`src/psbj_ram.sv`:
```
`timescale 1ns / 1ps
`default_nettype none
module psbj_ram #(
   parameter int WIDTH = 8,
   parameter int DEPTH = 16
) (
   input  wire logic                     clock,
   input  wire logic                     wr_en,
   input  wire logic [$clog2(DEPTH)-1:0] wr_addr,
   input  wire logic [WIDTH-1:0]         wr_data,
   input  wire logic [$clog2(DEPTH)-1:0] rd_addr,
   output logic [WIDTH-1:0]              rd_data
);

   logic [WIDTH-1:0] mem [DEPTH];

   always_ff @(posedge clock) begin
      if (wr_en) begin
         mem[wr_addr] <= wr_data;
      end
      rd_data <= mem[rd_addr];
   end

endmodule
`default_nettype wire

```
`config.mk`:
```
export PLATFORM = sky130hd
export DESIGN_NAME = psbj_ram
export DESIGN_NICKNAME = d
export VERILOG_FILES = /design/src/psbj_ram.sv
export SDC_FILE = /design/constraint.sdc
export NUM_CORES = 1
export LEC_CHECK = 0
export ABC_AREA = 1
export BUFFER_PORTS_ARGS = -buffer_cell sky130_fd_sc_hd__buf_2
export CAP_MARGIN = 5
export CORE_UTILIZATION = 55
export DETAILED_ROUTE_END_ITERATION = 12
export GPL_ROUTABILITY_DRIVEN = 0
export PLACE_DENSITY_LB_ADDON = 0.08
export SETUP_SLACK_MARGIN = 0.3
export SLEW_MARGIN = 0
export SYNTH_ARGS = -nofsm -noshare
export SYNTH_HDL_FRONTEND = slang
export SYNTH_SLANG_ARGS = --single-unit
```
`constraint.sdc`:
```
create_clock -name clock -period 1.7 [get_ports clock]
set_input_delay 0.51 -clock clock [delete_from_list [all_inputs] [get_ports clock]]
set_output_delay 0.51 -clock clock [all_outputs]
set_load 0.005 [all_outputs]
```
; Word level (Yosys, flattened, before mapping)
; Memories as Yosys holds them, arrays and structs flattened. A register that Yosys moved wholly into a read port is not among the register bits.
; Cells that the tools add are included.
[classes]
muxes = 2
[ops]
columns = operator, count
row1 = $mux W1, 2
[totals]
ff_bits = 0
mem_bits_rw = 128
in_bits = 18
out_inout_bits = 8
word_cells = 3
n_memories = 1
[mem_list]
columns = memory, depth, word_bits, read_ports, rd_ports_with_merged_regs, wr, line
row1 = mem, 16, 8, 1, 1, 1, 15  ; logic [WIDTH-1:0] mem [DEPTH];

; Depth between registers and ports, before layout
[logic_depth]
ltp_word = 2
mapped_depth = 8
depth_no_buf = 7

; Worst setup path after synthesis
; OpenSTA, ideal clock, no wires.
[synth_timing]
path_type = input to register
start = in wr_addr[2]
end = mem mem[10][0], enable pin
setup_ns = 0.370
arrival_time_ns = 1.091
required_ns = 1.330
path_slack_ns = 0.239
stages = 2
n_path_buf = 0
cell_sequence = nand3b_1 > nor2_1
[synth_rtl]
columns = item, line
row1 = from (decl), 9  ; input wire logic [$clog2(DEPTH)-1:0] wr_addr,
row2 = to (decl), 15
; Straight into the memory's write port.

; Worst setup path after layout
[layout_timing]
start = reg rd_data[5], read port of mem
end = out rd_data[5]
[layout_rtl]
columns = item, line
row1 = from (decl), 12  ; output logic [WIDTH-1:0] rd_data
; No word-level cell between the ends.

==> impl_metrics.json <==
{
  "critPathBufInv": 1,
  "ys_ff_latch": 136,
  "final_core_util_pct": 65.8,
  "synth_warnings": 0,
  "via_count": 3835,
  "synth_cells": 551,
  "multi_input_area_mm2": 0.00123,
  "start_kind": "flop",
  "routed_via_density": 5.15,
  "ir_drop_uv": 623,
  "fin_skew_ps": 8.87,
  "drtPass1Iterations": 4,
  "portBuffers": 25,
  "drive_above_1_share_pct": 14.5,
  "min_period_ps": 1520,
  "n_antenna_cell": 0,
  "cts_buffers": 17,
  "coreArea_mm2": 0.0102,
  "fin_nets": 613,
  "cp_slowest_cell": "dfxtp_2",
  "fin_crit_sh_pct": 89.3,
  "drc": 0,
  "grt_overflow": 0,
  "yosysSeqAreaShare_pct": 69.4,
  "syn2layout_area_growth_pct": 16.7,
  "drt-total-wl_mm": 12.5,
  "cts_max_level": 4,
  "p_leak_nw": 2.93,
  "worstPathArrival_ps": 1010,
  "io_pins": 26,
  "dp_slack_ps": 25.1,
  "slowest_delay_ps": 360,
  "final_common_cell": "nand2_1",
  "syn_area_per_cell_um2": 10.5,
  "clk_pin_slew_worst_paths_ps": 60,
  "die_w_um": 104,
  "worst_slack_ps": 181,
  "rsz0062_at_grt": "true",
  "root_buffer": "clkbuf_8",
  "row_count": 37,
  "maxSlewHeadroom_pct": 67.7,
  "hold_path.class": "in -> reg",
  "syn-num-nets": 569,
  "clkLatencyLatePin_ps": 520,
  "dp_hpwl_mm": 7.81,
  "powerDensity_mw_per_mm2": 1120,
  "ant_nets": 0,
  "regArea_mm2": 0.00401,
  "synth_cell_types": 12,
  "netlist_area_mm2": 0.00577,
  "grt_max_degree": 39,
  "fillers": 836,
  "cts_sinks": 136,
  "worstPathCellList": "buf_2",
  "setup_tns_ps": 0,
  "die_h_um": 104,
  "timing.fmax_mhz": 658,
  "critical_path_class": "reg -> out",
  "drv_slew": 0,
  "worst_pin_slew_ps": 484,
  "hold_viol": 0,
  "final_cell_mix": "nand2_1 (173), edfxtp_1 (128), inv_1 (100)",
  "status": "finished, final reports clean",
  "finalSetupViolCount": 0,
  "holdWs_ps": 341,
  "clockBufferDepth": 2,
  "start_util_pct": 56.4,
  "crit_family": "flip-flops",
  "antenna_found_initial": 0,
  "crit_fanout": 1,
  "drtIter0Drc": 184,
  "grt.total_usage_pct": 24.9,
  "cap_violations": 0,
  "grt_pass1_vias": 3592,
  "wl_per_cell_um": 16.8,
  "end_kind": "primary output",
  "worstPathRequired_ps": 1190,
  "dieArea_mm2": 0.0109,
  "hold_buffers": 0,
  "grt_pass1_wl_mm": 19.2,
  "cts_tree": "yes"
}
-- cells in the mapped netlist --
library cell,n,area share [%]
buf_1,1,0.065
buf_2,13,1.1
buf_4,4,0.52
buf_6,6,1.2
dfxtp_1,8,2.8
edfxtp_1,128,67
inv_1,100,6.5
inv_2,2,0.13
nand2_1,173,11
nand3_1,97,8.4
nand3b_1,2,0.26
nor2_1,17,1.1
-- sequential cells by signal (all words and copies together) (netlist names) --
signal,cells
mem,128
rd_data,8
-- routing by layer --
layer	vias up	GRT usage, %	part of all wire [%]
li1	1870	-	-
met1	1847	31.9	43
met2	106	41.6	51
met3	12	6.02	5.3
met4	0	8.27	0.85
met5	-	0	0
-- final timing paths --
check,start,endpoint,slack (ps),cells after the start
worst max register to register,mem[8][1]$_DFFE_PP_,rd_data[1]$_DFF_P_,660,6
worst max-delay path,rd_data[5]$_DFF_P_,rd_data[5],180,1
worst min register to register,mem[10][7]$_DFFE_PP_,rd_data[7]$_DFF_P_,660,6
worst min-delay path,rd_addr[3],rd_data[0]$_DFF_P_,340,3
-- logic make-up (layout without fill, tap and decap cells) --
kind of cell / Yosys count / count (layout) / synth area share, %
buffers and inverters: 126 / 183 / 9.52
flip-flops: 136 / 136 / 69.4
AND/OR/NAND/NOR: 289 / 289 / 21.0
-- stage by stage --
step / instances / total power [mW] / area [um2]
after floorplan: 551 / 4.11 / 5780
after global placement: 712 / 4.31 / 6180
after detailed placement: 712 / 4.32 / 6180
after CTS: 744 / 7.59 / 6720
after global routing: 744 / 7.77 / 6730
final: 744 / 7.54 / 6730
-- report_power, final --
part,total (mW),internal (mW),switching (mW)
clock,3.29,2.03,1.26
combinational,0.471,0.156,0.316
sequential,3.78,3.75,0.0282
total,7.54,5.94,1.60
-- what timing repair did --
action                     CTS  global route
cloned                       0             0
gates resized for setup      3             2
pin swaps                    0             0
setup buffers                0             0
setup endpoints to repair    8             8
-- cell type report --
class / count / area share (%)
flip-flops and latches: 136 / 59.6
multi-input cells: 289 / 18.2
clock buffers: 23 / 6.94
repair buffers: 49 / 5.93
inverters: 102 / 5.69
well taps: 136 / 2.53
clock inverters: 9 / 1.10
Power figures use the tool's default switching activity.
