File: src/psbj_pkg.sv
`timescale 1ns / 1ps
`default_nettype none
package psbj_pkg;

   typedef enum logic [1:0] {
      ST_LOAD,
      ST_SWEEP,
      ST_FETCH
   } state_type;

   localparam logic [1:0] CSR_WIDTH     = 2'd0;
   localparam logic [1:0] CSR_HEIGHT    = 2'd1;
   localparam logic [1:0] CSR_SWEEPS    = 2'd2;
   localparam logic [1:0] CSR_THRESHOLD = 2'd3;

   localparam logic CMD_LOAD  = 1'b0;
   localparam logic CMD_FETCH = 1'b1;

   localparam logic [2:0] STEP_CENTRE = 3'd0;
   localparam logic [2:0] STEP_LEFT   = 3'd1;
   localparam logic [2:0] STEP_RIGHT  = 3'd2;
   localparam logic [2:0] STEP_UP     = 3'd3;
   localparam logic [2:0] STEP_DOWN   = 3'd4;
   localparam logic [2:0] STEP_WRITE  = 3'd5;

   localparam int CHANNELS = 3;
   localparam int PIX_BITS = 57;

   typedef struct packed {
      logic first;
      logic accum;
   } stn_ctrl_type;

endpackage
`default_nettype wire

File: src/psbj_stencil.sv
`timescale 1ns / 1ps
`default_nettype none
module psbj_stencil import psbj_pkg::*; #(
   parameter int SB = 20,
   parameter int FB = 8
) (
   input  wire logic                     clock,
   input  wire stn_ctrl_type             ctrl,
   input  wire logic [CHANNELS*SB-1:0]   sol_in,
   input  wire logic [CHANNELS*8-1:0]    src_in,
   input  wire logic                     mask_in,
   output logic [CHANNELS*SB-1:0]        new_val,
   output logic [CHANNELS*SB-1:0]        cen_val,
   output logic                          cen_mask
);

   localparam int AB = SB + FB + 4;
   localparam logic signed [AB-1:0] SAT_HI = $signed((AB'(1) << (SB - 1)) - AB'(1));
   localparam logic signed [AB-1:0] SAT_LO = -SAT_HI - AB'(1);

   logic [CHANNELS*SB-1:0] cen_val_ff;
   logic                   cen_mask_ff;

   always_ff @(posedge clock) begin
      if (ctrl.first) begin
         cen_val_ff  <= sol_in;
         cen_mask_ff <= mask_in;
      end
   end

   assign cen_val  = cen_val_ff;
   assign cen_mask = cen_mask_ff;

   for (genvar c = 0; c < CHANNELS; c++) begin : g_chan
      logic signed [SB-1:0] sol_c;
      logic signed [AB-1:0] acc_ff;
      logic signed [AB-1:0] acc_in;
      logic signed [AB-1:0] term;
      logic signed [AB-1:0] total;
      logic signed [AB-1:0] quarter;
      logic [AB-1:0]        src_ext;

      assign sol_c   = sol_in[c*SB +: SB];
      assign src_ext = AB'(src_in[c*8 +: 8]);
      assign term    = AB'(sol_c) - $signed(src_ext << FB);
      assign total   = acc_ff + term;
      assign quarter = (total + AB'(2)) >>> 2;

      always_comb begin
         if (ctrl.first) begin
            acc_in = $signed(src_ext << (FB + 2));
         end else if (ctrl.accum) begin
            acc_in = total;
         end else begin
            acc_in = acc_ff;
         end
         if (quarter > SAT_HI) begin
            new_val[c*SB +: SB] = SAT_HI[SB-1:0];
         end else if (quarter < SAT_LO) begin
            new_val[c*SB +: SB] = SAT_LO[SB-1:0];
         end else begin
            new_val[c*SB +: SB] = quarter[SB-1:0];
         end
      end

      always_ff @(posedge clock) begin
         acc_ff <= acc_in;
      end
   end

endmodule
`default_nettype wire

File: config.mk
export PLATFORM = sky130hd
export DESIGN_NAME = psbj_stencil
export DESIGN_NICKNAME = d
export VERILOG_FILES = /design/src/psbj_pkg.sv /design/src/psbj_stencil.sv
export SDC_FILE = /design/constraint.sdc
export NUM_CORES = 1
export LEC_CHECK = 0
export ABC_AREA = 0
export ABC_CLOCK_PERIOD_IN_PS = 5300
export BUFFER_PORTS_ARGS = -buffer_cell sky130_fd_sc_hd__buf_4
export CAP_MARGIN = 40
export CELL_PAD_IN_SITES_DETAIL_PLACEMENT = 1
export CELL_PAD_IN_SITES_GLOBAL_PLACEMENT = 1
export CORE_ASPECT_RATIO = 1.2
export CORE_UTILIZATION = 45
export CTS_CLUSTER_DIAMETER = 100
export DETAILED_ROUTE_END_ITERATION = 7
export GPL_TIMING_DRIVEN = 0
export PLACE_DENSITY = 0.85
export SLEW_MARGIN = 20
export SYNTH_ARGS = -nofsm -noshare
export SYNTH_HDL_FRONTEND = slang
export SYNTH_SLANG_ARGS = --single-unit
File: constraint.sdc
create_clock -name clock -period 5.3 [get_ports clock]
set_input_delay 0.265 -clock clock [delete_from_list [all_inputs] [get_ports clock]]
set_output_delay 0.265 -clock clock [all_outputs]
set_load 0.05 [all_outputs]
==> impl_metrics.ini, run 1 <==
[place]
place_ws_ps = -608.6
hpwl_microns = 47680
io_buffers = 207
gp_congestion = 0.9759
place_area_sq_um = 19030

[cts]
cts.path.max_buffers = 2
htreeDepth = 4
cts_root_buf = clkbuf_16
cts_buffers = 17
cts_sinks = 157

[sta]
crit_endpoint = new_val[30]
worstEndpointType = top-level output

[status]
stop_stage = global routing (5_1_grt)
firstError = [ERROR GRT-0232] Routing congestion too high. Check the congestion heatmap in the GUI.
status = aborted with a tool error

[synthesis]
syn_inst = 2128
synth_edf_count = 85
synth_ff_type = edfxtp_1
syn_nets = 2402
ys_warn_count = 0
seq_area_frac_synth = 0.2381
ys_seq_elements = 157
synth-async-reset-ratio = 0
synth_top_cell_by_area = edfxtp_1
netlist.area_leader.share = 0.1522
syn_area_sq_um = 16770
synth.distinct_cells = 96
avgSynthCellArea_sq_um = 7.882
synthTopCellsByArea = edfxtp_1, ha_1, dfxtp_1, inv_1, nor2_1

[floorplanning]
start_util = 0.4558
die_y_microns = 213.5
die_x_microns = 178.2
ios = 209
rows = 77

[grt]
grtUsageTotal = 0.6402
overflow = 26
grt_max_degree = 63
==> cell families after synthesis <==
group,count (synthesis),share of synthesized area
fa+ha+maj,186,0.1495
simple gates,618,0.1872
compound gates,522,0.2129
mux,70,0.04252
xor+xnor,128,0.06728
flops,157,0.2381
buf+inv,447,0.1026
==> layer usage <==
metal	global-route usage	overflow
met5	0.1237	0
met4	0.6447	11
met3	0.4284	0
met2	0.8849	15
met1	0.6129	0
==> through the flow <==
stage,instances,utilization
after floorplan,2128,-
after global placement,2809,0.5144
after CTS,3010,0.6170
after detailed placement,2817,0.5171
==> what timing repair did <==
| item | in CTS |
|---|---|
| gates resized for setup | 362 |
| setup endpoints to repair | 60 |
| setup buffers | 106 |
| pin swaps | 109 |
| endpoints found under the hold margin | 57 |
| hold buffers | 57 |
| gates cloned | 9 |
==> cells in the mapped netlist, drive strengths merged (17+ instances only) <==
master	number
xnor2	79
buf	28
a31oi	25
nor2	187
mux2i	60
nand2b	20
dfxtp	72
nand4	41
fa	24
nand2	139
nand3	44
a21oi	110
a211oi	33
nor4	23
and3	19
o211ai	27
o21ai	143
clkbuf	53
or3	21
nor3	34
ha	162
and2	23
inv	366
a21o	36
o31ai	17
edfxtp	85
xor2	49
==> run 2, diff against run 1 <==
CELL_PAD_IN_SITES_DETAIL_PLACEMENT = default   (was 1)
CELL_PAD_IN_SITES_GLOBAL_PLACEMENT = default   (was 1)
CORE_ASPECT_RATIO = default   (was 1.2)
CORE_UTILIZATION = 40   (was 45)
CTS_CLUSTER_DIAMETER = default   (was 100)
PLACE_DENSITY = default   (was 0.85)
PLACE_DENSITY_LB_ADDON = 0.15   (was default)
==> run 2 against run 1 <==
The flow now finishes, with violations (DRC, setup timing). Synthesized cell count stayed put. Area after synthesis stayed put.
==> impl_metrics.ini, run 2 <==
[finish]
nets = 2845
mostFrequentLayoutCell = inv_1
regMostFlops = g_chan.acc_ff
drive_gt1_frac = 0.3042
layout_common_cells = inv_1, buf_4, nor2_1, nand2_1, ha_1
largest_register_ffs = 96
area_growth_pct = 43.14
nFillCells = 3665
antenna_cells = 0
final_cells = 3116

[sta]
setup_violations = 56
hold_violations = 0
rsz0062_at_grt = yes
drv_slew = 0
finalSetupTns_ps = -2581
fin_ws_ps = -95.92
fin_worst_skew_ps = 9.568
max_freq_ghz = 0.1853
final.period_utilization = 1.018
relSlewSlack = 0.4305
worstMarginPinSlew_ps = 854.3
period_minus_slack_ps = 5396
hold-worst-slack_ps = 82.89

[detailed_routing]
vias_per_cell = 5.522
wl_per_cell_microns = 18.27
first_iter_violations = 1100
post-route-drc-count = 16
wirelength_microns = 56930
num_vias = 17210
ant_nets = 0
first_pass_iters = 8

[grt]
grt_pass1_vias = 16100
grt_max_degree = 43
grt_pass1_wl_microns = 86470
grtUsageTotal = 0.2616
overflow = 0
grt_antenna_before_repair = 1

[worst_hold_path]
holdPathStages = 3
min_path_type = in2reg

[synthesis]
netlist.area_leader.share = 0.1522
syn_inst = 2128
ys_top_cells_by_count = inv_1, nor2_1, ha_1, nand2_1, a21oi_1
avgSynthCellArea_sq_um = 7.882
synth_ff_type = edfxtp_1
ys_seq_elements = 157
seq_area_frac_synth = 0.2381
syn_area_sq_um = 16770
synthTopCellsByArea = edfxtp_1, ha_1, dfxtp_1, inv_1, nor2_1
synth_edf_count = 85
ys_warn_count = 0
synth_most_common_cell = inv_1
synth.distinct_cells = 96
synth_top_cell_by_area = edfxtp_1
syn_nets = 2402
synth-async-reset-ratio = 0

[place]
hpwl_microns = 41520
placedCellCount = 2872
io_buffers = 207
gp_congestion = 0.9206

[critical_path]
crit_fanout = 5
startpoint_type = flip-flop
worstPathRequired_ps = 5040
arrival_ps = 5130
ff2ff_path_depth = 19
cp-end-kind = output pin
critPathKind = reg2out

[floorplanning]
die_y_microns = 206.8
die_x_microns = 206.8
rows = 74
die-area_sq_um = 42760
start_util = 0.4080
ios = 209
coreArea_sq_um = 41110

[cts]
cts_buffers = 17
cts_tree = built
clkSlewWorstSetupHoldPaths_ps = 70
cts_root_buf = clkbuf_16
htreeDepth = 4
clock_latency_ps = 490
cts.path.max_buffers = 2
cts_sinks = 157

[status]
failed_checks = DRC, setup timing
status = finished, violations left

[job]
max_cap_violations = 0
run 2: cell counts after synthesis:
No cell type changed its count.
run 2: final cells by class:
cell class                      count  area, sq um  share of cell area
Inverter                          366         1376             0.05732
Buffer                             69        416.7             0.01735
Timing Repair Buffer              436         3862              0.1609
Multi-Input combinational cell   1524        13080              0.5447
Clock inverter                     10        125.1            0.005211
Clock buffer                       22        484.2             0.02017
Sequential cell                   157         4001              0.1666
Tap cell                          532        665.6             0.02772
run 2: logic make-up after synthesis:
| kind of cell | Yosys count | synth area share |
|---|---|---|
| fa+ha+maj | 186 | 0.1495 |
| simple gates | 618 | 0.1872 |
| flops | 157 | 0.2381 |
| mux | 70 | 0.04252 |
| xor+xnor | 128 | 0.06728 |
| compound gates | 522 | 0.2129 |
| buf+inv | 447 | 0.1026 |
run 2: worst max-delay path, cell delays in order (launching register included):
cell	delay (ps)
dfxtp_2	320
inv_2	40
fa_1	520
inv_2	60
ha_4	210
buf_6	120
a21o_1	190
a31o_4	230
and2_4	150
a211o_1	290
nor4_4	350
buf_4	170
nand4_1	120
buf_6	180
nor4_4	240
nand4b_1	190
xnor2_2	290
xor2_4	160
a41oi_4	370
buf_6	230
o21ai_4	70
buf_6	160
run 2: metal layers:
metal / GRT usage / wire length [microns]
met5: 0 / 0
met2: 0.4294 / 26520
met4: 0.1019 / 1999
met1: 0.3417 / 25290
met3: 0.04364 / 3115
run 2: through the flow:
stage / instance area, sq um / setup slack (ps) / util
CTS: 22300 / -30.85 / 0.5424
finish: 24010 / -95.92 / 0.5841
floorplan: 16790 / -53.03 / -
global placement: 19010 / -731.1 / 0.4623
detailed placement: 19080 / -734.0 / 0.4641
global route: 24010 / -274.7 / 0.5841
run 2: worst paths after layout:
check | endpoint | from | slack, ps
worst max-delay path | new_val[1] | g_chan[0].acc_ff[9]$_SDFFE_PP0P_ | -100
worst min-delay path | g_chan[2].acc_ff[14]$_DFFE_PP_ | src_in[20] | 80
worst max register to register | g_chan[0].acc_ff[31]$_SDFFE_PP0P_ | g_chan[0].acc_ff[10]$_DFFE_PP_ | 1310
worst min register to register | g_chan[2].acc_ff[28]$_SDFFE_PP0P_ | g_chan[2].acc_ff[28]$_SDFFE_PP0P_ | 480
run 2: timing repair:
action                                  4_1_cts  5_1_grt
gates cloned                                  4        4
endpoints found under the setup margin       60       59
pin swaps                                    95      105
hold endpoints to repair                     61        0
resized for setup                           294      231
hold buffers                                 61        0
setup buffers                                89       65
Power of run 2 is not shown: default switching activity piles up to over one toggle a cycle in this logic, so the estimate is an artifact.
==> run 3, diff against run 2 <==
ABC_CLOCK_PERIOD_IN_PS = 5850   (was 5300)
clock period = 5.85 ns   (was 5.3 ns; I/O delays follow)
==> run 3 against run 2 <==
Critical path depth decreased by 2. Hold slack worse by 43 ps. The run ends with DRC left. Die area did not move. Register-to-register slack improved by 570 ps. Flip-flop and latch count unchanged. Final cell count decreased by 3.5%. Sequential share of layout area increased by 2.0 points. Non-clock buffer count shrank 110. Final area is 11% lower.
==> impl_metrics.ini, run 3 (synthesis results as in run 2) <==
[grt]
top_usage_layer = met2
grtUsageTotal = 0.2501
grt_use_met3 = 0.03124
grtUsageMet1 = 0.3239
grt_max_degree = 51
met2_usage = 0.4222
overflow = 0
grt_pass1_vias = 15190
grt_antenna_before_repair = 0
grt_pass1_wl_microns = 82370

[sta]
hold-worst-slack_ps = 39.96
worstMarginPinSlew_ps = 813.3
setup_violations = 0
final.period_utilization = 0.9745
drv_slew = 0
max_freq_ghz = 0.1754
relSlewSlack = 0.4578
rsz0062_at_grt = yes
hold_violations = 0
fin_worst_skew_ps = 21.05
period_minus_slack_ps = 5701

[detailed_routing]
first_pass_iters = 8
post-route-drc-count = 14
first_iter_violations = 936
wirelength_microns = 53730
vias_per_cell = 5.423
num_vias = 16300
ant_nets = 0
wl_per_cell_microns = 17.87

[finish]
area_growth_pct = 27.36
nets = 2735
layout_common_cells = inv_1, buf_4, nor2_1, ha_1, nand2_1
postLayoutCellArea_sq_um = 21360
antenna_cells = 0
mostFrequentLayoutCell = inv_1
nFillCells = 4060
drive_gt1_frac = 0.1973
largest_register_ffs = 96
regMostFlops = g_chan.acc_ff

[cts]
cts_root_buf = clkbuf_16
htreeDepth = 4
clock_latency_ps = 510
cts.path.max_buffers = 2
cts_sinks = 157
cts_buffers = 17
cts_tree = built
clkSlewWorstSetupHoldPaths_ps = 70

[floorplanning]
die_y_microns = 206.8
start_util = 0.4080
ios = 209
coreArea_sq_um = 41110
rows = 74
die-area_sq_um = 42760
die_x_microns = 206.8

[job]
max_cap_violations = 0

[critical_path]
startpoint_type = input pin
cp-end-kind = output pin
crit_fanout = 9
arrival_ps = 5410
worstPathRequired_ps = 5560
critPathKind = in2out

[status]
status = finished, violations left
failed_checks = DRC

[place]
io_buffers = 207
hpwl_microns = 41780
gp_congestion = 0.9258
place_area_sq_um = 19070

[worst_hold_path]
min_path_type = in2reg
[run 3: changes by cell type in the layout (fill, tap and decap cells not counted), moves of 14 or more]
cell / previous run / this run
o21ai_1: 9 / 49
ha_1: 133 / 160
o21ai_2: 43 / 17
inv_2: 14 / 0
buf_6: 90 / 18
o21ai_4: 24 / 2
ha_4: 18 / 0
buf_4: 291 / 248
[run 3: area by class of cell]
class | instances | area (sq um) | share of cell area
multi-input cells | 1524 | 11730 | 0.5489
repair buffers | 324 | 2685 | 0.1257
flip-flops and latches | 157 | 3994 | 0.1870
clock buffers | 17 | 425.4 | 0.01991
well taps | 532 | 665.6 | 0.03116
plain buffers | 71 | 337.8 | 0.01581
inverters | 366 | 1381 | 0.06466
clock inverters | 15 | 147.6 | 0.006911
[run 3: worst max-delay path, cell delays in order]
cell	delay, ps
dlygate4sd3_1	540
buf_4	110
inv_1	30
ha_1	270
inv_1	40
ha_1	360
o211ai_1	190
o21a_1	260
xnor2_1	350
nand4_1	360
or4_4	630
or3_4	430
a311o_1	320
mux2_2	270
o211ai_1	260
a31o_4	240
buf_12	120
o21ai_0	100
buf_4	210
[run 3: timing repair]
item                                    in CTS  in global routing
setup buffers                               12                 36
pin swaps                                    7                 31
resized for setup                           41                125
hold buffers                                60                  0
endpoints found under the setup margin      57                 57
hold endpoints to repair                    60                  0
[run 3: path summary, 6_finish.rpt]
check / slack [ps] / to / from / cells after the start
setup / recovery: 150 / new_val[25] / sol_in[24] / 19
hold / removal: 40 / cen_val[34]$_DFFE_PP_ / sol_in[34] / 1
setup reg to reg: 1880 / g_chan[0].acc_ff[31]$_SDFFE_PP0P_ / g_chan[0].acc_ff[19]$_SDFFE_PP0P_ / 17
hold reg to reg: 490 / g_chan[2].acc_ff[1]$_SDFFE_PP0P_ / g_chan[2].acc_ff[1]$_SDFFE_PP0P_ / 2
[run 3: per-stage QoR]
step / worst slack, ps / instances / util / TNS, ps
finish: 149.1 / 3006 / 0.5197 / 0
global route: -46.95 / 3006 / 0.5197 / -495.8
CTS: 3.198 / 2976 / 0.4998 / 0
detailed placement: -305.6 / 2872 / 0.4638 / -3243
global placement: -329.7 / 2867 / 0.4620 / -4262
floorplan: 26.00 / 2128 / - / 0
[run 3: metal layers]
layer	up-vias	routed length, microns
met5	-	0
met4	0	1316
met3	64	2028
met2	348	25530
met1	7759	24860
li1	8132	-
Power of run 3 is left out for the same reason.
